File: src/hdl/c2p_pkg.sv
`timescale 1ns / 1ps
// Shared types, widths and constants for the cartesian_to_polar CORDIC pipeline.
// No dependencies; used by every module of the block.
package c2p_pkg;

    localparam int ITERATIONS  = 16;
    localparam int COORD_WIDTH = 16;

    localparam int GUARD_BITS = 14;
    localparam int ANGLE_FRAC = 24;
    localparam int MAX_ITER   = 24;
    localparam int NUM_ROT    = (ITERATIONS < MAX_ITER) ? ITERATIONS : MAX_ITER;

    localparam int OUT_W = 16;
    // sqrt(2) growth, CORDIC gain and sign on top of the guarded coordinate
    localparam int XW = COORD_WIDTH + GUARD_BITS + 3;
    localparam int ZW = ANGLE_FRAC + 3;

    localparam int GAIN_W    = 24;
    localparam int HI_W      = XW - 1 - 16;
    localparam int PROD_HI_W = HI_W + GAIN_W;
    localparam int PROD_LO_W = 16 + GAIN_W;
    localparam int MAG_SHIFT = GUARD_BITS + ANGLE_FRAC - 16;
    localparam int MW        = PROD_HI_W + 1 - MAG_SHIFT;
    localparam int PH_SHIFT  = ANGLE_FRAC - 13;
    localparam int PW        = ZW + 1 - PH_SHIFT;

    typedef logic signed [XW-1:0] coord_t;
    typedef logic signed [ZW-1:0] angle_t;

    localparam angle_t HALF_PI_FX = angle_t'(26353589);
    localparam logic [GAIN_W-1:0] INV_GAIN = GAIN_W'(10188014);
    localparam logic signed [OUT_W-1:0] PI_PHASE = OUT_W'(25736);
    localparam logic signed [PW-1:0] PH_LIMIT = PW'(25736);
    localparam logic [OUT_W-1:0] MAG_MAX = '1;

    typedef struct packed {
        coord_t                  x;
        coord_t                  y;
        angle_t                  z;
        logic                    bypass;       // point on the x axis, result already known
        logic [OUT_W-1:0]        bypass_mag;
        logic signed [OUT_W-1:0] bypass_phase;
    } vec_t;

    typedef struct packed {
        logic [OUT_W-1:0]        magnitude;
        logic signed [OUT_W-1:0] phase;
    } res_t;

    // atan(2^-i) * 2^24, rounded
    function automatic angle_t atan_entry(input int idx);
        angle_t val;
        begin
            case (idx)
                0:       val = angle_t'(13176795);
                1:       val = angle_t'(7778716);
                2:       val = angle_t'(4110060);
                3:       val = angle_t'(2086331);
                4:       val = angle_t'(1047214);
                5:       val = angle_t'(524117);
                6:       val = angle_t'(262123);
                7:       val = angle_t'(131069);
                8:       val = angle_t'(65536);
                9:       val = angle_t'(32768);
                10:      val = angle_t'(16384);
                11:      val = angle_t'(8192);
                12:      val = angle_t'(4096);
                13:      val = angle_t'(2048);
                14:      val = angle_t'(1024);
                15:      val = angle_t'(512);
                16:      val = angle_t'(256);
                17:      val = angle_t'(128);
                18:      val = angle_t'(64);
                19:      val = angle_t'(32);
                20:      val = angle_t'(16);
                21:      val = angle_t'(8);
                22:      val = angle_t'(4);
                23:      val = angle_t'(2);
                default: val = '0;
            endcase
            return val;
        end
    endfunction

endpackage

File: src/hdl/c2p_prerot.sv
`timescale 1ns / 1ps
// Input stage: sign extension, x-axis detection and +-pi/2 pre-rotation.
// Depends on c2p_pkg.
module c2p_prerot
(
    input  logic                                clk,
    input  logic                                rst_n,
    input  logic                                en,
    input  logic                                in_valid,
    input  logic signed [c2p_pkg::OUT_W-1:0]    x_coord,
    input  logic signed [c2p_pkg::OUT_W-1:0]    y_coord,
    output logic                                out_valid,
    output c2p_pkg::vec_t                       out_vec
);

    logic [31:0]                          x_raw;
    logic [31:0]                          y_raw;
    logic signed [c2p_pkg::COORD_WIDTH-1:0] x_s;
    logic signed [c2p_pkg::COORD_WIDTH-1:0] y_s;
    c2p_pkg::coord_t                      x_e;
    c2p_pkg::coord_t                      y_e;
    c2p_pkg::coord_t                      x_abs;
    c2p_pkg::vec_t                        vec_next;
    c2p_pkg::vec_t                        vec_reg;
    logic                                 valid_reg;

    always_comb
    begin
        x_raw = {16'd0, x_coord};
        y_raw = {16'd0, y_coord};
        x_s   = x_raw[c2p_pkg::COORD_WIDTH-1:0];
        y_s   = y_raw[c2p_pkg::COORD_WIDTH-1:0];
        x_e   = c2p_pkg::coord_t'(x_s);
        y_e   = c2p_pkg::coord_t'(y_s);
        x_abs = x_e[c2p_pkg::XW-1] ? -x_e : x_e;

        vec_next.bypass       = (y_e == '0);
        vec_next.bypass_mag   = (x_abs > c2p_pkg::coord_t'(65535)) ? c2p_pkg::MAG_MAX
                                                                    : x_abs[15:0];
        vec_next.bypass_phase = x_e[c2p_pkg::XW-1] ? c2p_pkg::PI_PHASE : '0;

        if (x_e[c2p_pkg::XW-1])
        begin
            if (!y_e[c2p_pkg::XW-1])
            begin
                vec_next.x = y_e <<< c2p_pkg::GUARD_BITS;
                vec_next.y = (-x_e) <<< c2p_pkg::GUARD_BITS;
                vec_next.z = c2p_pkg::HALF_PI_FX;
            end
            else
            begin
                vec_next.x = (-y_e) <<< c2p_pkg::GUARD_BITS;
                vec_next.y = x_e <<< c2p_pkg::GUARD_BITS;
                vec_next.z = -c2p_pkg::HALF_PI_FX;
            end
        end
        else
        begin
            vec_next.x = x_e <<< c2p_pkg::GUARD_BITS;
            vec_next.y = y_e <<< c2p_pkg::GUARD_BITS;
            vec_next.z = '0;
        end
    end

    always_ff @(posedge clk or negedge rst_n)
    begin
        if (!rst_n)
            valid_reg <= 1'b0;
        else if (en)
            valid_reg <= in_valid;
    end

    always_ff @(posedge clk)
    begin
        if (en)
            vec_reg <= vec_next;
    end

    assign out_valid = valid_reg;
    assign out_vec   = vec_reg;

endmodule

File: config.mk
export PLATFORM = sky130hd
export DESIGN_NAME = c2p_prerot
export DESIGN_NICKNAME = d
export VERILOG_FILES = /design/src/hdl/c2p_pkg.sv /design/src/hdl/c2p_prerot.sv
export SDC_FILE = /design/constraint.sdc
export NUM_CORES = 1
export LEC_CHECK = 0
export BUFFER_PORTS_ARGS = -buffer_cell sky130_fd_sc_hd__buf_2
export CAP_MARGIN = 10
export CORE_ASPECT_RATIO = 0.75
export CORE_UTILIZATION = 50
export CTS_BUF_LIST = sky130_fd_sc_hd__clkbuf_4 sky130_fd_sc_hd__clkbuf_8
export CTS_CLUSTER_DIAMETER = 100
export CTS_CLUSTER_SIZE = 8
export DETAILED_ROUTE_END_ITERATION = 12
export GPL_TIMING_DRIVEN = 0
export PLACE_DENSITY = 0.83
export SETUP_SLACK_MARGIN = 0.15
export SYNTH_ARGS = -nofsm -noshare
export SYNTH_HDL_FRONTEND = slang
export SYNTH_SLANG_ARGS = --single-unit
File: constraint.sdc
create_clock -name clk -period 1.1 [get_ports clk]
set_clock_uncertainty 0.05 [all_clocks]
set_input_delay 0.055 -clock clk [delete_from_list [all_inputs] [get_ports clk]]
set_output_delay 0.055 -clock clk [all_outputs]
set_load 0.005 [all_outputs]
==> results of run 1 <==
what timing repair did:
item                       in CTS  in global routing
hold endpoints to repair        6                  0
gates resized for setup       143                 49
setup endpoints to repair     174                131
setup buffers                  31                 14
cloned                          3                  0
hold buffers                    6                  0
pin swaps                      41                 40
worst min path at each step:
stage,depth (start not counted),to
after floorplan,0,out_valid$_DFFE_PN0P_
after global placement,1,out_valid$_DFFE_PN0P_
after detailed placement,1,out_valid$_DFFE_PN0P_
after CTS,3,out_vec[80]$_DFFE_PP_
after global routing,3,out_vec[20]$_SDFFCE_PN1P_
final,3,out_vec[20]$_SDFFCE_PN1P_
cells by family (layout without fill, tap and decap cells):
logic type	Yosys count	count (layout)
simple gates	95	95
flops	60	60
buf+inv	100	287
mux	4	4
compound gates	71	71
xor+xnor	32	32
fa+ha+maj	9	9
other cells	1	41
registers in the layout (all words and copies together), names as in the netlist:
name and count:
out_vec 59, out_valid 1
per-layer routing:
layer / vias up / share of wire
met4: 0 / 0.065
met2: 367 / 0.48
met1: 1869 / 0.35
li1: 1655 / -
met5: - / 0
met3: 94 / 0.10
layout make-up:
class / count / area, µm² / area share
buffer: 91 / 897 / 0.138
clock buffer: 11 / 145 / 0.0223
clock inverter: 5 / 75.1 / 0.0115
inverter: 9 / 76.3 / 0.0117
multi-input combinational: 252 / 1980 / 0.305
sequential: 60 / 1800 / 0.276
tap: 101 / 126 / 0.0194
timing repair buffer: 171 / 1400 / 0.216
through the flow:
stage / TNS, ns / cells
floorplan: -20.33 / 412
global placement: -59.30 / 630
detailed placement: -63.93 / 630
CTS: -18.22 / 686
global route: -27.47 / 700
finish: -24.49 / 700
report_power, final:
group          switching (µW)  internal, µW
sequential               79.0          2770
combinational             934          1010
clock                     938          1350
placed cells by master (no fill, tap or decap), drive strengths merged, types with 2 or more instances in the layout:
| cell | instances |
|---|---|
| buf | 234 |
| edfxtp | 59 |
| conb | 41 |
| nor2 | 37 |
| a21oi | 33 |
| clkbuf | 33 |
| nand2 | 22 |
| xnor2 | 20 |
| xor2 | 12 |
| o21ai | 12 |
| inv | 9 |
| a31oi | 9 |
| ha | 9 |
| dlygate4sd3 | 6 |
| nor4 | 6 |
| nor3 | 6 |
| nand4 | 4 |
| nand3 | 4 |
| o31ai | 4 |
| or3 | 3 |
| o41ai | 3 |
| and3 | 3 |
| clkinv | 3 |
| or4 | 3 |
| a41oi | 3 |
| a211o | 2 |
| a22oi | 2 |
| mux2i | 2 |
| nand2b | 2 |
| bufinv | 2 |
| mux2 | 2 |
worst max-delay path, delay by kind of cell:
family	cells	cell delay, ns
AO/OA/AOI/OAI	1	0.17
adder cells (fa/ha/maj)	1	0.15
AND/OR/NAND/NOR	4	0.88
buffers and inverters	2	0.32
multiplexers	1	0.28
==> flow_metrics.env, run 1 <==
export IMPL_synth_cell_type_count=43
export IMPL_path_clk_slew_ns=0.06
export IMPL_antenna_cells=0
export IMPL_grt_use_total=0.311
export IMPL_violations="negative hold slack, negative setup slack"
export IMPL_ctsHtreeMaxLevel=3
export IMPL_syn_avg_cell_area_um2=10.1
export IMPL_synth_area_leader_cell="edfxtp_1"
export IMPL_grt_pass1_wl_mm=18.0
export IMPL_drtIter0Drc=420
export IMPL_die_area_mm2=0.00790
export IMPL_layout_setup_ws_ns=-0.701
export IMPL_end_kind="flip-flop"
export IMPL_clkSinkCount=60
export IMPL_clock_path_buffers=2
export IMPL_firstDrtPassIters=6
export IMPL_synth_warnings=0
export IMPL_critPathLaunchType="primary input"
export IMPL_fin_nets=639
export IMPL_crit_end="out_vec[29]$_SDFFCE_PN1P_"
export IMPL_chipWidth_um=102
export IMPL_grt_util_met2=0.523
export IMPL_vias=3985
export IMPL_ys_top_cells_by_count="buf_4 (67), edfxtp_1 (59), nor2_1 (37), a21oi_1 (33), nand2_1 (22)"
export IMPL_synth_top_area_frac=0.469
export IMPL_dp_slack_ns=-1.42
export IMPL_r2r_cells=2
export IMPL_wl_mm=14.4
export IMPL_synth_xor_area_share=0.0743
export IMPL_drive_gt1_frac=0.571
export IMPL_yosysSeqAreaShare=0.476
export IMPL_gr_max_usage_layer="met2"
export IMPL_r2r_end="out_valid$_DFFE_PN0P_"
export IMPL_crit_type="primary input to flip-flop"
export IMPL_gr_usage_met3=0.0811
export IMPL_worst_pin_slew_ns=0.791
export IMPL_cp_slowest_stage_delay_ns=0.38
export IMPL_synthAdderAreaFrac=0.0298
export IMPL_met1_usage=0.366
export IMPL_slew_headroom=0.473
export IMPL_vias_per_cell=5.69
export IMPL_cts_tree="done"
export IMPL_ys_top_cells_by_area="edfxtp_1 (47%), buf_4 (13%), xnor2_1 (4.6%)"
export IMPL_rows=27
export IMPL_synth_top_family_by_area="buffers and inverters"
export IMPL_fin_hold_ws_ns=-0.00568
export IMPL_synth_compound_area_frac=0.116
export IMPL_leakagePower_uw=0.00293
export IMPL_async_flop_share=0.0167
export IMPL_crit_start="x_coord[7]"
export IMPL_placed_area_mm2=0.00499
export IMPL_gr_total_overflow=0
export IMPL_power_total_uw=7080
export IMPL_hold_viol_final=1
export IMPL_grt_pass1_vias=3467
export IMPL_synthCells=372
export IMPL_status="finished, violations left"
export IMPL_reg2reg_slack_ns=0.18
export IMPL_die_height_um=77.2
export IMPL_final_util=0.887
export IMPL_grt_setup_unrepaired="true"
export IMPL_synth_seq_cells=60
export IMPL_finalCritPeriodShare=1.64
export IMPL_arrival_ns=1.86
export IMPL_critPathSlowestCell="nor4_4"
export IMPL_synthSimpleGateAreaFrac=0.124
export IMPL_fin_crit_ns=1.80
export IMPL_ir_drop_uv=1150
export IMPL_syn_area_mm2=0.00377
export IMPL_start_util=0.515
export IMPL_min_from="x_coord[4]"
export IMPL_max_freq_mhz=555
export IMPL_num_io_pins=163
export IMPL_insertion_delay_ns=0.36
export IMPL_path_cells="clkbuf_16, nor4_4, buf_4, nand4_1, nor2_4, ha_4, a21o_4, nand2b_1, mux2_4"
export IMPL_core_area_mm2=0.00733
export IMPL_cts_made_buffers=9
export IMPL_slew_viol_final=0
export IMPL_n_fill_cell=293
export IMPL_r2r_start="out_valid$_DFFE_PN0P_"
export IMPL_stdcell_area_mm2=0.00650
export IMPL_wl_per_cell_um=20.6
export IMPL_powerDensity_mw_per_mm2=1090
export IMPL_hpwl_mm=6.88
export IMPL_yosysMostFrequentCell="buf_4"
export IMPL_syn2layout_area_growth_pct=72.3
export IMPL_antenna_found_initial=0
export IMPL_ys_flop_type="edfxtp_1"
export IMPL_root_buffer="clkbuf_8"
export IMPL_portBuffers=117
export IMPL_grt_max_degree=61
export IMPL_max_cap_viol_count=0
export IMPL_post_route_drc_count=0
export IMPL_hold_path_class="primary input to flip-flop"
export IMPL_finalSetupViolCount=74
export IMPL_synthMuxAreaShare=0.0113
export IMPL_required_ns=1.15
export IMPL_crit_path_max_fanout=7
export IMPL_place_gp_congestion=0.859
export IMPL_synth_edf_count=59
export IMPL_final_antenna_net_count=0
Power figures use the tool's default switching activity.
==> inputs of run 2 (changes only) <==
- MAX_ROUTING_LAYER: default -> met4
==> run 2 against run 1 <==
Against the previous run:
- the flow still finishes with violations (negative hold slack, negative setup slack)
- cell area down 1.3%
- worst hold slack about the same
- clock power about the same
- core utilization down 1.1 points
- sequential cell count unchanged
- critical path depth up 2
- global-route usage up 0.91 points
- fmax up 0.28%
- setup slack better by 0.0050 ns
- wire length down 5.5%
- clock-buffer cell count unchanged
- combinational power down 2%
- critical endpoint is now out_vec[27]$_SDFFCE_PN1P_
- highest routed layer unchanged
==> flow_metrics.env, run 2 (synthesis gave the netlist of run 1 again) <==
export IMPL_status="finished, violations left"
export IMPL_violations="negative hold slack, negative setup slack"
export IMPL_grt_pass1_vias=3470
export IMPL_path_clk_slew_ns=0.07
export IMPL_required_ns=1.16
export IMPL_powerDensity_mw_per_mm2=1090
export IMPL_antenna_found_initial=0
export IMPL_hpwl_mm=6.88
export IMPL_worst_pin_slew_ns=0.786
export IMPL_slew_headroom=0.476
export IMPL_crit_top_cell="buf_6"
export IMPL_start_util=0.515
export IMPL_core_area_mm2=0.00733
export IMPL_layout_commonest_cell="buf_6"
export IMPL_final_antenna_net_count=0
export IMPL_dp_slack_ns=-1.42
export IMPL_cp_slowest_stage_delay_ns=0.39
export IMPL_end_kind="flip-flop"
export IMPL_grt_pass1_wl_mm=18.0
export IMPL_crit_type="primary input to flip-flop"
export IMPL_wl_mm=13.6
export IMPL_hold_path_class="primary input to flip-flop"
export IMPL_finalSetupViolCount=74
export IMPL_drtIter0Drc=431
export IMPL_num_io_pins=163
export IMPL_wl_per_cell_um=19.5
export IMPL_portBuffers=117
export IMPL_fin_crit_ns=1.80
export IMPL_chipWidth_um=102
export IMPL_p_int_uw=5120
export IMPL_largest_reg_flops=59
export IMPL_clock_path_buffers=2
export IMPL_max_cap_viol_count=0
export IMPL_vias_per_cell=5.52
export IMPL_fin_nets=637
export IMPL_gr_total_overflow=0
export IMPL_pwr_share_clk=0.323
export IMPL_firstDrtPassIters=8
export IMPL_leakagePower_uw=0.00291
export IMPL_final_cell_mix="buf_6 (89), buf_2 (73), buf_4 (63)"
export IMPL_grt_setup_unrepaired="true"
export IMPL_arrival_ns=1.85
export IMPL_clkSinkCount=60
export IMPL_ir_drop_uv=964
export IMPL_post_route_drc_count=0
export IMPL_root_buffer="clkbuf_8"
export IMPL_finalCritPeriodShare=1.63
export IMPL_cp_num_buf_inv=7
export IMPL_crit_path_max_fanout=5
export IMPL_path_cells="clkbuf_16, nor4_4, buf_4, buf_4, buf_6, buf_6, buf_6, buf_2, a41oi_1, xnor2_1, nand2_2"
export IMPL_p_switching_uw=1890
export IMPL_switching_share=0.270
export IMPL_cp_top_family="buffers and inverters"
export IMPL_die_area_mm2=0.00790
export IMPL_place_gp_congestion=0.872
export IMPL_drive_gt1_frac=0.564
export IMPL_vias=3850
export IMPL_critPathSlowestCell="nor4_4"
export IMPL_rows=27
export IMPL_cts_made_buffers=9
export IMPL_max_freq_mhz=557
export IMPL_syn2layout_area_growth_pct=70.1
export IMPL_cts_tree="done"
export IMPL_die_height_um=77.2
export IMPL_fin_hold_ws_ns=-0.00559
export IMPL_insertion_delay_ns=0.36
export IMPL_ctsHtreeMaxLevel=3
export IMPL_p_comb_frac=0.271
export IMPL_p_seq_frac=0.406
export IMPL_antenna_cells=0
export IMPL_grt_use_total=0.320
export IMPL_slew_viol_final=0
export IMPL_critPathLaunchType="primary input"
export IMPL_hold_viol_final=1
export IMPL_layout_setup_ws_ns=-0.697
export IMPL_grt_max_degree=61
-- run 2: cell types whose count changed in the layout (fill, tap and decap cells not counted), moves of 2 or more --
cell,change
nand2_2,+2
buf_6,-2
a31oi_1,+2
nand2_4,-2
a31oi_4,-2
-- run 2: per-layer routing --
metal	share of wire	GRT usage
met5	0	-
met2	0.49	0.522
met1	0.35	0.370
met3	0.10	0.0784
met4	0.052	0.146
-- run 2: per-stage QoR --
stage	instance area (µm²)	TNS (ns)	cells	power (µW)	util
after floorplan	4280	-20.33	412	3660	-
after global placement	4990	-59.30	630	4200	0.681
after detailed placement	4990	-63.93	630	4230	0.681
after CTS	6200	-18.22	686	6790	0.845
after global routing	6420	-25.56	698	7250	0.876
final	6420	-23.67	698	7010	0.876
-- run 2: path summary, 6_finish.rpt --
| kind | slack [ns] | endpoint | start | cells past startpoint |
|---|---|---|---|---|
| min in group asynchronous | 0.48 | out_valid$_DFFE_PN0P_ | rst_n | 3 |
| hold / removal | -0.006 | out_vec[20]$_SDFFCE_PN1P_ | x_coord[4] | 3 |
| setup / recovery | -0.70 | out_vec[27]$_SDFFCE_PN1P_ | x_coord[2] | 11 |
| hold reg to reg | 0.58 | out_valid$_DFFE_PN0P_ | out_valid$_DFFE_PN0P_ | 2 |
| setup reg to reg | 0.16 | out_valid$_DFFE_PN0P_ | out_valid$_DFFE_PN0P_ | 2 |
| max in group asynchronous | 0.42 | out_valid$_DFFE_PN0P_ | rst_n | 3 |
-- run 2: timing repair --
| item | 4_1_cts | 5_1_grt |
|---|---|---|
| resized for setup | 143 | 37 |
| pin swaps | 41 | 27 |
| hold buffers | 6 | 0 |
| buffers inserted | 31 | 12 |
| cloned | 3 | 0 |
| endpoints found under the hold margin | 6 | 0 |
| setup endpoints to repair | 174 | 131 |
-- run 2: layout make-up --
class | instances | area [µm²]
inverters | 9 | 76.3
clock buffers | 11 | 145
repair buffers | 169 | 1380
fillers | 319 | 912
well taps | 101 | 126
clock inverters | 5 | 75.1
multi-input cells | 252 | 1930
plain buffers | 91 | 893
flip-flops and latches | 60 | 1800
-- run 2: worst reg2reg max path: cells and delay by family (launching register included) --
kind,cells,cell delay [ns]
flip-flops,1,0.38
multiplexers,1,0.26
buffers and inverters,1,0.13
-- run 2: power by group through the flow --
stage               Sequential [µW]  Clock [µW]  Combinational [µW]
global placement               2890           0                1310
floorplan                      2920           0                 741
detailed placement             2890           0                1340
CTS                            2840        2240                1720
finish                         2850        2270                1900
global route                   2870        2380                2010
