**config.mk**
```make
export PLATFORM = sky130hd
export DESIGN_NAME = c2p_post
export DESIGN_NICKNAME = d
export VERILOG_FILES = /design/src/hdl/c2p_pkg.sv /design/src/hdl/c2p_post.sv
export SDC_FILE = /design/constraint.sdc
export NUM_CORES = 1
export LEC_CHECK = 0
export BUFFER_PORTS_ARGS = -buffer_cell sky130_fd_sc_hd__buf_2
export CELL_PAD_IN_SITES_DETAIL_PLACEMENT = 1
export CELL_PAD_IN_SITES_GLOBAL_PLACEMENT = 2
export CORE_ASPECT_RATIO = 1.4
export CORE_MARGIN = 5
export CORE_UTILIZATION = 45
export CTS_CLUSTER_DIAMETER = 50
export DETAILED_ROUTE_END_ITERATION = 8
export PLACE_DENSITY_LB_ADDON = 0.1
export SLEW_MARGIN = 20
export SYNTH_ARGS = -nofsm -noshare
export SYNTH_HDL_FRONTEND = slang
export SYNTH_SLANG_ARGS = --single-unit
```
**constraint.sdc**
```tcl
create_clock -name clk -period 9.01 [get_ports clk]
set_input_delay 0.4505 -clock clk [delete_from_list [all_inputs] [get_ports clk]]
set_output_delay 0.4505 -clock clk [all_outputs]
set_load 0.05 [all_outputs]
```
**src/hdl/c2p_pkg.sv**
```systemverilog
`timescale 1ns / 1ps
// Shared types, widths and constants for the cartesian_to_polar CORDIC pipeline.
// No dependencies; used by every module of the block.
package c2p_pkg;

    localparam int ITERATIONS  = 16;
    localparam int COORD_WIDTH = 16;

    localparam int GUARD_BITS = 14;
    localparam int ANGLE_FRAC = 24;
    localparam int MAX_ITER   = 24;
    localparam int NUM_ROT    = (ITERATIONS < MAX_ITER) ? ITERATIONS : MAX_ITER;

    localparam int OUT_W = 16;
    // sqrt(2) growth, CORDIC gain and sign on top of the guarded coordinate
    localparam int XW = COORD_WIDTH + GUARD_BITS + 3;
    localparam int ZW = ANGLE_FRAC + 3;

    localparam int GAIN_W    = 24;
    localparam int HI_W      = XW - 1 - 16;
    localparam int PROD_HI_W = HI_W + GAIN_W;
    localparam int PROD_LO_W = 16 + GAIN_W;
    localparam int MAG_SHIFT = GUARD_BITS + ANGLE_FRAC - 16;
    localparam int MW        = PROD_HI_W + 1 - MAG_SHIFT;
    localparam int PH_SHIFT  = ANGLE_FRAC - 13;
    localparam int PW        = ZW + 1 - PH_SHIFT;

    typedef logic signed [XW-1:0] coord_t;
    typedef logic signed [ZW-1:0] angle_t;

    localparam angle_t HALF_PI_FX = angle_t'(26353589);
    localparam logic [GAIN_W-1:0] INV_GAIN = GAIN_W'(10188014);
    localparam logic signed [OUT_W-1:0] PI_PHASE = OUT_W'(25736);
    localparam logic signed [PW-1:0] PH_LIMIT = PW'(25736);
    localparam logic [OUT_W-1:0] MAG_MAX = '1;

    typedef struct packed {
        coord_t                  x;
        coord_t                  y;
        angle_t                  z;
        logic                    bypass;       // point on the x axis, result already known
        logic [OUT_W-1:0]        bypass_mag;
        logic signed [OUT_W-1:0] bypass_phase;
    } vec_t;

    typedef struct packed {
        logic [OUT_W-1:0]        magnitude;
        logic signed [OUT_W-1:0] phase;
    } res_t;

    // atan(2^-i) * 2^24, rounded
    function automatic angle_t atan_entry(input int idx);
        angle_t val;
        begin
            case (idx)
                0:       val = angle_t'(13176795);
                1:       val = angle_t'(7778716);
                2:       val = angle_t'(4110060);
                3:       val = angle_t'(2086331);
                4:       val = angle_t'(1047214);
                5:       val = angle_t'(524117);
                6:       val = angle_t'(262123);
                7:       val = angle_t'(131069);
                8:       val = angle_t'(65536);
                9:       val = angle_t'(32768);
                10:      val = angle_t'(16384);
                11:      val = angle_t'(8192);
                12:      val = angle_t'(4096);
                13:      val = angle_t'(2048);
                14:      val = angle_t'(1024);
                15:      val = angle_t'(512);
                16:      val = angle_t'(256);
                17:      val = angle_t'(128);
                18:      val = angle_t'(64);
                19:      val = angle_t'(32);
                20:      val = angle_t'(16);
                21:      val = angle_t'(8);
                22:      val = angle_t'(4);
                23:      val = angle_t'(2);
                default: val = '0;
            endcase
            return val;
        end
    endfunction

endpackage

```
**src/hdl/c2p_post.sv**
```systemverilog
`timescale 1ns / 1ps
// Output stages: gain correction multiply, magnitude/phase rounding and clamping.
// Depends on c2p_pkg.
module c2p_post
(
    input  logic            clk,
    input  logic            rst_n,
    input  logic            en,
    input  logic            in_valid,
    input  c2p_pkg::vec_t   in_vec,
    output logic            out_valid,
    output c2p_pkg::res_t   out_res
);

    // first stage: two partial products of x * inverse gain
    logic [c2p_pkg::XW-2:0]                 ux;
    logic [c2p_pkg::PROD_HI_W-1:0]          hi_prod_next;
    logic [c2p_pkg::PROD_LO_W-1:0]          lo_prod_next;
    logic signed [c2p_pkg::ZW:0]            z_rnd;
    logic signed [c2p_pkg::PW-1:0]          ph_full;
    logic signed [c2p_pkg::OUT_W-1:0]       phase_next;

    logic [c2p_pkg::PROD_HI_W-1:0]          hi_prod_reg;
    logic [c2p_pkg::PROD_LO_W-1:0]          lo_prod_reg;
    logic signed [c2p_pkg::OUT_W-1:0]       phase_reg;
    logic                                   bypass_reg;
    logic [c2p_pkg::OUT_W-1:0]              bypass_mag_reg;
    logic signed [c2p_pkg::OUT_W-1:0]       bypass_phase_reg;
    logic                                   valid_a_reg;

    // second stage: sum, round, saturate
    logic [c2p_pkg::PROD_HI_W:0]            p_sum;
    logic [c2p_pkg::PROD_HI_W:0]            p_rnd;
    logic [c2p_pkg::MW-1:0]                 mag_full;
    logic [63:0]                            mag_wide;
    c2p_pkg::res_t                          res_next;
    c2p_pkg::res_t                          res_reg;
    logic                                   valid_b_reg;

    always_comb
    begin
        ux = (!in_vec.x[c2p_pkg::XW-1] && (in_vec.x != '0)) ? in_vec.x[c2p_pkg::XW-2:0] : '0;
        hi_prod_next = {{c2p_pkg::GAIN_W{1'b0}}, ux[c2p_pkg::XW-2:16]}
                     * {{c2p_pkg::HI_W{1'b0}}, c2p_pkg::INV_GAIN};
        lo_prod_next = {{c2p_pkg::GAIN_W{1'b0}}, ux[15:0]}
                     * {16'd0, c2p_pkg::INV_GAIN};

        z_rnd   = {in_vec.z[c2p_pkg::ZW-1], in_vec.z}
                + {{(c2p_pkg::ZW + 1 - c2p_pkg::PH_SHIFT){1'b0}}, 1'b1,
                   {(c2p_pkg::PH_SHIFT - 1){1'b0}}};
        ph_full = z_rnd[c2p_pkg::ZW:c2p_pkg::PH_SHIFT];
        if (ph_full > c2p_pkg::PH_LIMIT)
            phase_next = c2p_pkg::PI_PHASE;
        else if (ph_full < -c2p_pkg::PH_LIMIT)
            phase_next = -c2p_pkg::PI_PHASE;
        else
            phase_next = ph_full[c2p_pkg::OUT_W-1:0];
    end

    always_ff @(posedge clk or negedge rst_n)
    begin
        if (!rst_n)
        begin
            valid_a_reg <= 1'b0;
            valid_b_reg <= 1'b0;
        end
        else if (en)
        begin
            valid_a_reg <= in_valid;
            valid_b_reg <= valid_a_reg;
        end
    end

    always_ff @(posedge clk)
    begin
        if (en)
        begin
            hi_prod_reg      <= hi_prod_next;
            lo_prod_reg      <= lo_prod_next;
            phase_reg        <= phase_next;
            bypass_reg       <= in_vec.bypass;
            bypass_mag_reg   <= in_vec.bypass_mag;
            bypass_phase_reg <= in_vec.bypass_phase;
            res_reg          <= res_next;
        end
    end

    always_comb
    begin
        p_sum = {1'b0, hi_prod_reg}
              + {{(c2p_pkg::PROD_HI_W + 1 - (c2p_pkg::PROD_LO_W - 16)){1'b0}},
                 lo_prod_reg[c2p_pkg::PROD_LO_W-1:16]};
        p_rnd = p_sum
              + {{(c2p_pkg::PROD_HI_W + 1 - c2p_pkg::MAG_SHIFT){1'b0}}, 1'b1,
                 {(c2p_pkg::MAG_SHIFT - 1){1'b0}}};
        mag_full = p_rnd[c2p_pkg::PROD_HI_W:c2p_pkg::MAG_SHIFT];
        mag_wide = 64'(mag_full);

        if (bypass_reg)
        begin
            res_next.magnitude = bypass_mag_reg;
            res_next.phase     = bypass_phase_reg;
        end
        else
        begin
            res_next.magnitude = (mag_wide > 64'd65535) ? c2p_pkg::MAG_MAX
                                                         : mag_wide[15:0];
            res_next.phase     = phase_reg;
        end
    end

    assign out_valid = valid_b_reg;
    assign out_res   = res_reg;

endmodule

```
==> results by group, run 1 <==
Outcome
  • Status: completed

Placement
  • Hpwl dp: 49400 um
  • Place WS: 0.574 ns
  • IO Port Bufs: 119
  • Global placement routability congestion: 0.999

Routing
  • Met3 WL post-DR: 1010 um
  • Metal1 wirelength: 19300 um
  • Routed via count: 13800
  • Drt initial violations: 421
  • Routed wire length: 55200 um
  • Routed WL per cell: 20.6 um
  • Drc violations: 0
  • Final ANT Viol Nets: 0
  • TritonRoute pass-1 iters: 4
  • WL met2: 32500 um
  • Top Layer Used: met4
  • Vias per Instance: 5.18

Power
  • Power share of the clock group: 8.6%
  • Switching share of total power: 48.8%
  • Leakage power: 11.7 nW
  • Gate power share: 75.9%
  • Reg power frac: 15.5%
  • P_int: 0.00409 W
  • Power per cell area: 355 nW/um^2
  • VDD IR max: 0.000221 V
  • Psw: 0.00389 W

Timing
  • Max-slew violation count: 0
  • TNS Setup: 0 ns
  • Final hold vios: 0
  • Final period util: 88.3%
  • Fin Clk Skew: 0.0148 ns
  • Slew margin rel.: 33.6%
  • Setup ws final: 1.06 ns
  • Fmax: 126 MHz
  • Final setup violating endpoints: 0
  • Fin crit period: 7.95 ns
  • Worst slew pin tran: 0.997 ns
  • RSZ-0062 raised after global routing: false

Global routing
  • Vias in the first global route: 16200
  • First-pass GRT wire length: 87800 um
  • Largest net degree at the start of global routing: 81
  • GRT Total Usage: 23.1%
  • Initial antenna violation count: 0
  • GR Overflow Total: 0

Critical path
  • Crit. End Element: register
  • Worst path required time: 9.20 ns
  • Worst path top cell family by delay: adder cells
  • Reg-to-Reg Start: hi_prod_reg[3]$_DFFE_PP_
  • CP max FO: 14
  • Data arrival time of the worst path: 8.15 ns
  • Setup crit start: in_vec[120]
  • Critical path type: in2reg
  • Slowest-stage cell, CP: fa_1
  • CP Launch Type: input pin
  • CP peak stage delay: 0.56 ns
  • CP Buf/Inv Count: 8

Logic synthesis
  • Netlist Area Pre-Place: 20400 sq um
  • Top post-synthesis cells by area: fa_1, edfxtp_1, ha_1, inv_1, xnor2_1
  • Post-synth top area share: 29.8%
  • Avg Cell Area, Syn: 10.5 sq um
  • Sequential area share after synthesis: 21.3%
  • Top FF cell, synth: edfxtp_1
  • Cells after Synth: 1938
  • Yosys cell types: 70
  • Number of synthesized flops with an enable pin: 143
  • Commonest cells in the netlist: inv_1, ha_1, fa_1, edfxtp_1, a21oi_1
  • Synth Register Bits: 145
  • Synthesis Warnings: 0
  • Syn_nets: 2693
  • Most numerous cell in the Yosys netlist: inv_1
  • Async SR Flop Fraction: 1.38%
  • Area leader, netlist: fa_1

Clock network
  • Clock buffer count from CTS: 17
  • Clock Tree Root: clkbuf_16
  • Postcts setup bufs: 0
  • H-tree Lvls: 4
  • Clock Latency Late Sink: 0.45 ns
  • Clk pin slew, worst setup/hold paths: 0.07 ns
  • Max Root-Sink Buffers: 2
  • Clk sinks: 145
  • CTS tree: built

Floorplan
  • Initial core utilization: 45.4%
  • Die X: 190 um
  • DIE HEIGHT: 262 um
  • Core area: 44900 sq um
  • # IOs: 163
  • Die area: 49700 sq um
  • Row count: 92

Final layout
  • Largest register FFs: 39
  • Fill cells: 5033
  • Final core utilization: 50.1%
  • Antenna cells: 0
  • Ratio of cells with drive above 1 in the final layout: 10.5%
  • Nets: 2850
  • Syn-to-layout area delta: 10.3%

Flow run
  • Max-cap viol count: 0

Min path
  • Hold Path Class: in2reg
  • Hold Startpoint: in_vec[10]
path summary, 6_finish.rpt:
check                           slack (ns)                             end  depth (start not counted)
worst max register to register        5.29           out_res[16]$_DFFE_PP_                         13
worst min register to register        0.51           out_valid$_DFFE_PN0P_                          1
worst max-delay path                  1.06       lo_prod_reg[34]$_DFFE_PP_                         29
min in group asynchronous             0.32         valid_a_reg$_DFFE_PN0P_                          2
max in group asynchronous             8.59           out_valid$_DFFE_PN0P_                          2
worst min-delay path                  0.18  bypass_phase_reg[10]$_DFFE_PP_                          1
power groups by stage:
| stage | combinational, W | clock, W | sequential [W] |
|---|---|---|---|
| 2_1_floorplan | 0.00427 | 0 | 0.00127 |
| 3_3_place_gp | 0.00599 | 0 | 0.00125 |
| 3_5_place_dp | 0.00615 | 0 | 0.00126 |
| 4_1_cts | 0.00621 | 0.000706 | 0.00125 |
| 5_1_grt | 0.00693 | 0.000732 | 0.00126 |
| 6_report | 0.00606 | 0.000685 | 0.00124 |
cell type report:
class | instances | area, sq um | share of cell area [%]
Clock buffer | 19 | 433 | 1.93
Inverter | 545 | 2050 | 9.10
Clock inverter | 13 | 124 | 0.551
Sequential cell | 145 | 4340 | 19.3
Multi-Input combinational cell | 1226 | 13900 | 61.9
Tap cell | 564 | 706 | 3.14
Timing Repair Buffer | 160 | 925 | 4.11
cell families after synthesis:
group	after synthesis	share of synthesized area, %
simple gates	269	6.68
mux	18	0.994
compound gates	244	8.03
buf+inv	567	10.5
flops	145	21.3
xor+xnor	70	3.01
fa+ha+maj	625	49.5
what timing repair did:
item | in CTS | in global routing
endpoints found under the hold margin | 2 | 0
resized for setup | 0 | 0
hold buffers | 1 | 0
layer usage:
layer,vias up,GRT usage [%]
met5,-,0
li1,6560,-
met3,80,2.14
met4,0,8.91
met1,7017,23.2
met2,190,48.0
cell usage in the layout (no fill, tap or decap), drive strengths merged, types with 3 or more instances in the layout:
master,count
inv,550
ha,322
fa,303
buf,159
edfxtp,143
a21oi,67
nor2,64
nand2,62
xnor2,44
a21o,42
o21ai,37
xor2,26
nand3,23
nor3,21
clkbuf,19
nand4,18
mux2,18
o21a,16
and3,14
and2,13
a2bb2oi,13
nor4,13
o21bai,10
a31oi,8
nand2b,8
or2,8
nor2b,7
o211ai,7
a211oi,7
a41oi,6
or3,5
clkinv,5
and4,4
o31ai,3
through the flow:
step	hold slack, ns	total power, W	std cells	instance area (sq um)
final	0.180	0.00798	2672	22500
after global routing	0.161	0.00892	2672	22500
after CTS	0.153	0.00817	2672	22500
after detailed placement	0.238	0.00741	2639	21900
after global placement	0.234	0.00724	2639	21900
after floorplan	0.155	0.00554	1938	20400
(Power assumes the default switching activity.)
==> run 2: changes to the inputs <==
--- a/config.mk
+++ b/config.mk
@@ -13,7 +13,7 @@
 export CORE_UTILIZATION = 45
 export CTS_CLUSTER_DIAMETER = 50
 export DETAILED_ROUTE_END_ITERATION = 8
-export PLACE_DENSITY_LB_ADDON = 0.1
+export PLACE_DENSITY_LB_ADDON = 0.3
 export SLEW_MARGIN = 20
 export SYNTH_ARGS = -nofsm -noshare
 export SYNTH_HDL_FRONTEND = slang
==> run 2 against run 1 <==
Compared with the run above:
- non-clock buffer count is 4 higher
- utilization rose by 0.21 points
- total power grew 0.54%
- global-route usage rose by 0.26 points
- highest routed layer unchanged
- hold slack worse by 0.010 ns
- critical path depth grew 1
==> results by group, run 2 (synthesis gave the netlist of run 1 again) <==
Outcome
  • Status: completed

Timing
  • Final hold vios: 0 (unchanged)
  • Fin crit period: 7.92 ns (-0.0370 ns)
  • Slew margin rel.: 29.5% (-4.1 points)
  • Fin Clk Skew: 0.0125 ns (-0.00229 ns)
  • Fmax: 126 MHz (+0.47%)
  • Max-slew violation count: 0 (unchanged)
  • Worst slew pin tran: 1.06 ns (+0.0617 ns)
  • Setup ws final: 1.09 ns (+0.0370 ns)
  • Final setup violating endpoints: 0 (unchanged)
  • RSZ-0062 raised after global routing: false
  • Final period util: 87.9% (-0.41 points)
  • TNS Setup: 0 ns (unchanged)

Final layout
  • Non-filler instance count after layout: 2678 (+0.22%)
  • Largest register FFs: 39 (unchanged)
  • Most common cell after layout, fill and taps aside: inv_1
  • Ratio of cells with drive above 1 in the final layout: 10.7% (+0.26 points)
  • Commonest non-fill, non-tap cells in the layout: inv_1, ha_1, fa_1, edfxtp_1, buf_2
  • Syn-to-layout area delta: 10.8%
  • Reg area: 4340 sq um (unchanged)
  • Fill cells: 4984 (-0.97%)
  • Nets: 2854 (+0.14%)
  • Area occupied by multi-input gates: 13900 sq um (about the same)

Critical path
  • CP max FO: 26 (+12)
  • Crit. End Element: register
  • Slowest-stage cell, CP: fa_1
  • CP Launch Type: input pin
  • Data arrival time of the worst path: 8.11 ns (-0.04 ns)
  • Worst path required time: 9.20 ns (about the same)
  • Critical path type: in2reg
  • CP peak stage delay: 0.60 ns (+0.04 ns)

Clock network
  • Hold Buf Count CTS: 1 (unchanged)
  • Clock Tree Root: clkbuf_16
  • Clk pin slew, worst setup/hold paths: 0.07 ns (about the same)
  • Postcts setup bufs: 0 (unchanged)
  • PostCTS Resize Cnt: 0 (unchanged)
  • Clock buffer count from CTS: 17 (unchanged)
  • Clock Latency Late Sink: 0.45 ns (about the same)
  • CTS tree: built
  • Max Root-Sink Buffers: 2 (unchanged)
  • Clk sinks: 145 (unchanged)
  • H-tree Lvls: 4 (unchanged)

Routing
  • Routed via count: 14100 (+1.8%)
  • Routed WL per cell: 20.7 um (+0.24%)
  • Vias per Instance: 5.26 (+1.5%)
  • TritonRoute pass-1 iters: 4 (unchanged)
  • Routed wire length: 55400 um (+0.46%)
  • Drt initial violations: 390 (-7.4%)
  • Final ANT Viol Nets: 0 (unchanged)
  • Drc violations: 0 (unchanged)

Power
  • VDD IR max: 0.000266 V (+20%)
  • Leakage power: 11.7 nW (+0.41%)
  • Power per cell area: 355 nW/um^2 (+0.12%)

Global routing
  • Vias in the first global route: 16900 (+4.2%)
  • Initial antenna violation count: 0 (unchanged)
  • GRT Total Usage: 23.3% (+0.26 points)
  • GR Overflow Total: 0 (unchanged)
  • First-pass GRT wire length: 88900 um (+1.2%)
  • Largest net degree at the start of global routing: 87 (+7.4%)

Floorplan
  • Die area: 49700 sq um (unchanged)
  • Core area: 44900 sq um (unchanged)
  • Row count: 92 (unchanged)
  • # IOs: 163 (unchanged)
  • Initial core utilization: 45.4% (unchanged)
  • DIE HEIGHT: 262 um (unchanged)
  • Die X: 190 um (unchanged)

Placement
  • IO Port Bufs: 119 (unchanged)
  • Hpwl dp: 49200 um (-0.49%)
  • Global placement routability congestion: 0.972 (-2.8%)
  • Placed cell count: 2643 (+0.15%)
  • Place WS: 0.253 ns (-0.321 ns)

Flow run
  • Max-cap viol count: 0 (unchanged)

Min path
  • Hold Path Class: in2reg
-- run 2: per-stage QoR --
step	hold slack (ns)	util (%)	total power (W)	cell area (sq um)
finish	0.169	50.3	0.00803	22600
global route	0.146	50.3	0.00900	22600
CTS	0.144	50.3	0.00819	22600
detailed placement	0.239	48.9	0.00736	21900
global placement	0.234	48.9	0.00717	21900
floorplan	0.155	-	0.00554	20400
-- run 2: power by group --
part	switching [W]	total (W)	leakage, nW	internal, W
clock network	0.000322	0.000744	0.304	0.000422
registers	0.0000766	0.00124	1.41	0.00116
logic	0.00350	0.00604	10.0	0.00255
total	0.00390	0.00803	11.7	0.00413
-- run 2: worst paths after layout --
check	start	endpoint	slack, ns	cells past startpoint
setup / recovery	in_vec[94]	hi_prod_reg[38]$_DFFE_PP_	1.09	30
hold / removal	in_vec[9]	bypass_phase_reg[9]$_DFFE_PP_	0.17	1
setup reg to reg	hi_prod_reg[3]$_DFFE_PP_	out_res[23]$_DFFE_PP_	5.10	12
hold reg to reg	out_valid$_DFFE_PN0P_	out_valid$_DFFE_PN0P_	0.51	1
max in group asynchronous	rst_n	out_valid$_DFFE_PN0P_	8.60	2
min in group asynchronous	rst_n	valid_a_reg$_DFFE_PN0P_	0.31	2
-- run 2: cell type report --
| class | instances | area share, % |
|---|---|---|
| repair buffers | 164 | 4.17 |
| well taps | 564 | 3.12 |
| flip-flops and latches | 145 | 19.2 |
| diodes | 2 | 0.0222 |
| clock buffers | 17 | 1.88 |
| clock inverters | 15 | 0.848 |
| multi-input cells | 1226 | 61.7 |
| inverters | 545 | 9.06 |
-- run 2: metal layers --
metal,global-route usage (%),vias up,wire length (um)
met2,47.6,269,31800
met5,0,-,0
met4,12.1,0,3260
met1,22.6,7117,18900
met3,2.50,125,1450
li1,-,6580,-
-- run 2: critical path, delay by kind of cell --
kind | cells | cell delay [ns]
adder cells (fa/ha/maj) | 7 | 3.61
AO/OA/AOI/OAI | 4 | 0.91
AND/OR/NAND/NOR | 9 | 2.14
XOR/XNOR | 1 | 0.10
buffers and inverters | 9 | 0.88
==> run 3: changes to the inputs <==
==> constraint.sdc (replaced) <==
create_clock -name clk -period 9.01 [get_ports clk]
set_input_delay 0.901 -clock clk [delete_from_list [all_inputs] [get_ports clk]]
set_output_delay 0.901 -clock clk [all_outputs]
set_load 0.05 [all_outputs]
==> run 3 against run 2 <==
Compared with the run above:
- total power up 5.3%
- first-iteration DRC count increased by 9.7%
- critical endpoint is now lo_prod_reg[39]$_DFFE_PP_
- sequential power about the same
- largest cell class unchanged
- critical path type unchanged
- via count is 3.5% higher
==> results by group, run 3 (synthesis gave the netlist of run 1 again) <==
Outcome
  • Status: completed

Critical path
  • CP Buf/Inv Count: 4 (-5)
  • Reg2Reg Depth: 12 (unchanged)
  • R2r setup slk: 4.94 ns (-0.16 ns)
  • Crit. End Element: register
  • Critical path type: in2reg
  • Worst path top cell family by delay: adder cells
  • CP max FO: 25 (-3.8%)
  • Slowest-stage cell, CP: nor4_1
  • Most used cell, CP: fa_1
  • CP Launch Type: input pin
  • Reg-to-Reg Start: hi_prod_reg[3]$_DFFE_PP_
  • Data arrival time of the worst path: 8.41 ns (+0.30 ns)
  • Worst path required time: 9.21 ns (about the same)
  • Reg-to-reg endpoint: out_res[24]$_DFFE_PP_
  • CP peak stage delay: 0.59 ns (about the same)

Routing
  • TritonRoute pass-1 iters: 4 (unchanged)
  • Vias per Instance: 5.21 (-0.93%)
  • Drt initial violations: 428 (+9.7%)
  • Drc violations: 0 (unchanged)
  • Routed via count: 14600 (+3.5%)
  • Routed WL per cell: 20.3 um (-1.7%)
  • Routed wire length: 56900 um (+2.7%)
  • Final ANT Viol Nets: 0 (unchanged)

Clock network
  • Hold Buf Count CTS: 0 (-1)
  • Clock Latency Late Sink: 0.46 ns (about the same)
  • Clk pin slew, worst setup/hold paths: 0.07 ns (about the same)
  • Clock Tree Root: clkbuf_16
  • CTS tree: built
  • H-tree Lvls: 4 (unchanged)
  • Max Root-Sink Buffers: 2 (unchanged)
  • Clk sinks: 145 (unchanged)
  • Postcts setup bufs: 0 (unchanged)
  • Clock buffer count from CTS: 17 (unchanged)

Power
  • Psw: 0.00402 W (+3.3%)
  • VDD IR max: 0.000262 V (-1.3%)
  • Power per cell area: 360 nW/um^2 (+1.3%)
  • Gate power share: 77.0% (+1.7 points)
  • Leakage power: 12.3 nW (+4.9%)
  • P_int: 0.00443 W (+7.3%)
  • Power share of the clock group: 8.4% (-0.9 points)
  • Switching share of total power: 47.6% (-0.94 points)
  • Reg power frac: 14.6% (-0.8 points)

Final layout
  • Commonest non-fill, non-tap cells in the layout: inv_1, ha_1, fa_1, buf_4, edfxtp_1
  • Nets: 2974 (+4.2%)
  • Final core utilization: 52.3% (+2.0 points)
  • Syn-to-layout area delta: 15.2%
  • Most common cell after layout, fill and taps aside: inv_1
  • Ratio of cells with drive above 1 in the final layout: 15.6% (+4.9 points)
  • Largest register FFs: 39 (unchanged)

Global routing
  • Largest net degree at the start of global routing: 76 (-13%)
  • Vias in the first global route: 17100 (+1.5%)
  • GR Overflow Total: 0 (unchanged)
  • Initial antenna violation count: 0 (unchanged)
  • GRT Total Usage: 23.7% (+0.41 points)
  • First-pass GRT wire length: 90200 um (+1.5%)

Timing
  • Fmax: 122 MHz (-3.6%)
  • Fin crit period: 8.22 ns (+0.299 ns)
  • Fin Clk Skew: 0.0148 ns (+0.00227 ns)
  • TNS Setup: 0 ns (unchanged)
  • RSZ-0062 raised after global routing: false
  • Final hold vios: 0 (unchanged)
  • Final period util: 91.2% (+3.3 points)
  • Max-slew violation count: 0 (unchanged)
  • Slew margin rel.: 38.1% (+8.6 points)
  • Final setup violating endpoints: 0 (unchanged)
  • Worst slew pin tran: 0.929 ns (-0.130 ns)

Placement
  • Hpwl dp: 51100 um (+3.8%)
  • IO Port Bufs: 119 (unchanged)
  • Global placement routability congestion: 0.963 (-0.86%)

Floorplan
  • Initial core utilization: 45.4% (unchanged)
  • Die area: 49700 sq um (unchanged)
  • Core area: 44900 sq um (unchanged)
  • Die X: 190 um (unchanged)
  • DIE HEIGHT: 262 um (unchanged)
  • Row count: 92 (unchanged)
  • # IOs: 163 (unchanged)

Min path
  • Hold Path Class: in2async

Flow run
  • Max-cap viol count: 0 (unchanged)
==> run 3: cell count changes in the layout (fill, tap and decap cells not counted) <==
cell,change
clkinv_1,-1
inv_8,-1
buf_12,+1
clkinv_8,+4
dlygate4sd3_1,-1
inv_6,+1
clkinv_4,-2
buf_4,+120
clkinvlp_4,+1
bufinv_16,-2
==> run 3: power groups by stage <==
stage | registers (W) | logic, W | clock network, W
after CTS | 0.00124 | 0.00663 | 0.000731
after detailed placement | 0.00125 | 0.00656 | 0
final | 0.00124 | 0.00651 | 0.000713
after global placement | 0.00124 | 0.00633 | 0
after floorplan | 0.00127 | 0.00427 | 0
after global routing | 0.00125 | 0.00740 | 0.000764
==> run 3: stage by stage <==
step	power, W	setup slack (ns)	area [sq um]	hold slack (ns)	cells
finish	0.00845	0.794	23500	0.223	2798
global route	0.00942	0.254	23500	0.203	2796
CTS	0.00859	0.516	23500	0.199	2796
detailed placement	0.00780	0.0236	22900	0.495	2764
global placement	0.00757	0.132	22900	0.484	2764
floorplan	0.00554	1.55	20400	0.475	1938
==> run 3: how the worst max path moves through the flow <==
stage	from	end	slack, ns	depth (start not counted)
floorplan	in_vec[94]	lo_prod_reg[39]$_DFFE_PP_	1.55	26
global route	in_vec[94]	hi_prod_reg[38]$_DFFE_PP_	0.25	29
CTS	in_vec[124]	hi_prod_reg[38]$_DFFE_PP_	0.52	32
global placement	in_vec[119]	hi_prod_reg[38]$_DFFE_PP_	0.13	32
finish	in_vec[94]	lo_prod_reg[39]$_DFFE_PP_	0.79	25
detailed placement	in_vec[124]	hi_prod_reg[38]$_DFFE_PP_	0.02	31
==> run 3: final cells by class <==
| class | instances | area, sq um |
|---|---|---|
| Antenna cell | 2 | 5.00 |
| Clock buffer | 17 | 425 |
| Clock inverter | 15 | 180 |
| Fill cell | 5002 | 21400 |
| Inverter | 545 | 2050 |
| Multi-Input combinational cell | 1226 | 13900 |
| Sequential cell | 145 | 4340 |
| Tap cell | 564 | 706 |
| Timing Repair Buffer | 284 | 1850 |
==> run 3: routing by layer <==
metal	track usage [%]	vias to the layer above	share of wire (%)
li1	-	6822	-
met1	23.0	7383	34
met2	48.5	255	58
met3	2.44	126	2.1
met4	12.2	0	5.9
met5	0	-	0
==> run 3: repair_timing <==
action / in CTS / in global routing
endpoints found under the hold margin: 0 / 0
setup endpoints to repair: 0 / 2
gates resized for setup: 0 / 1
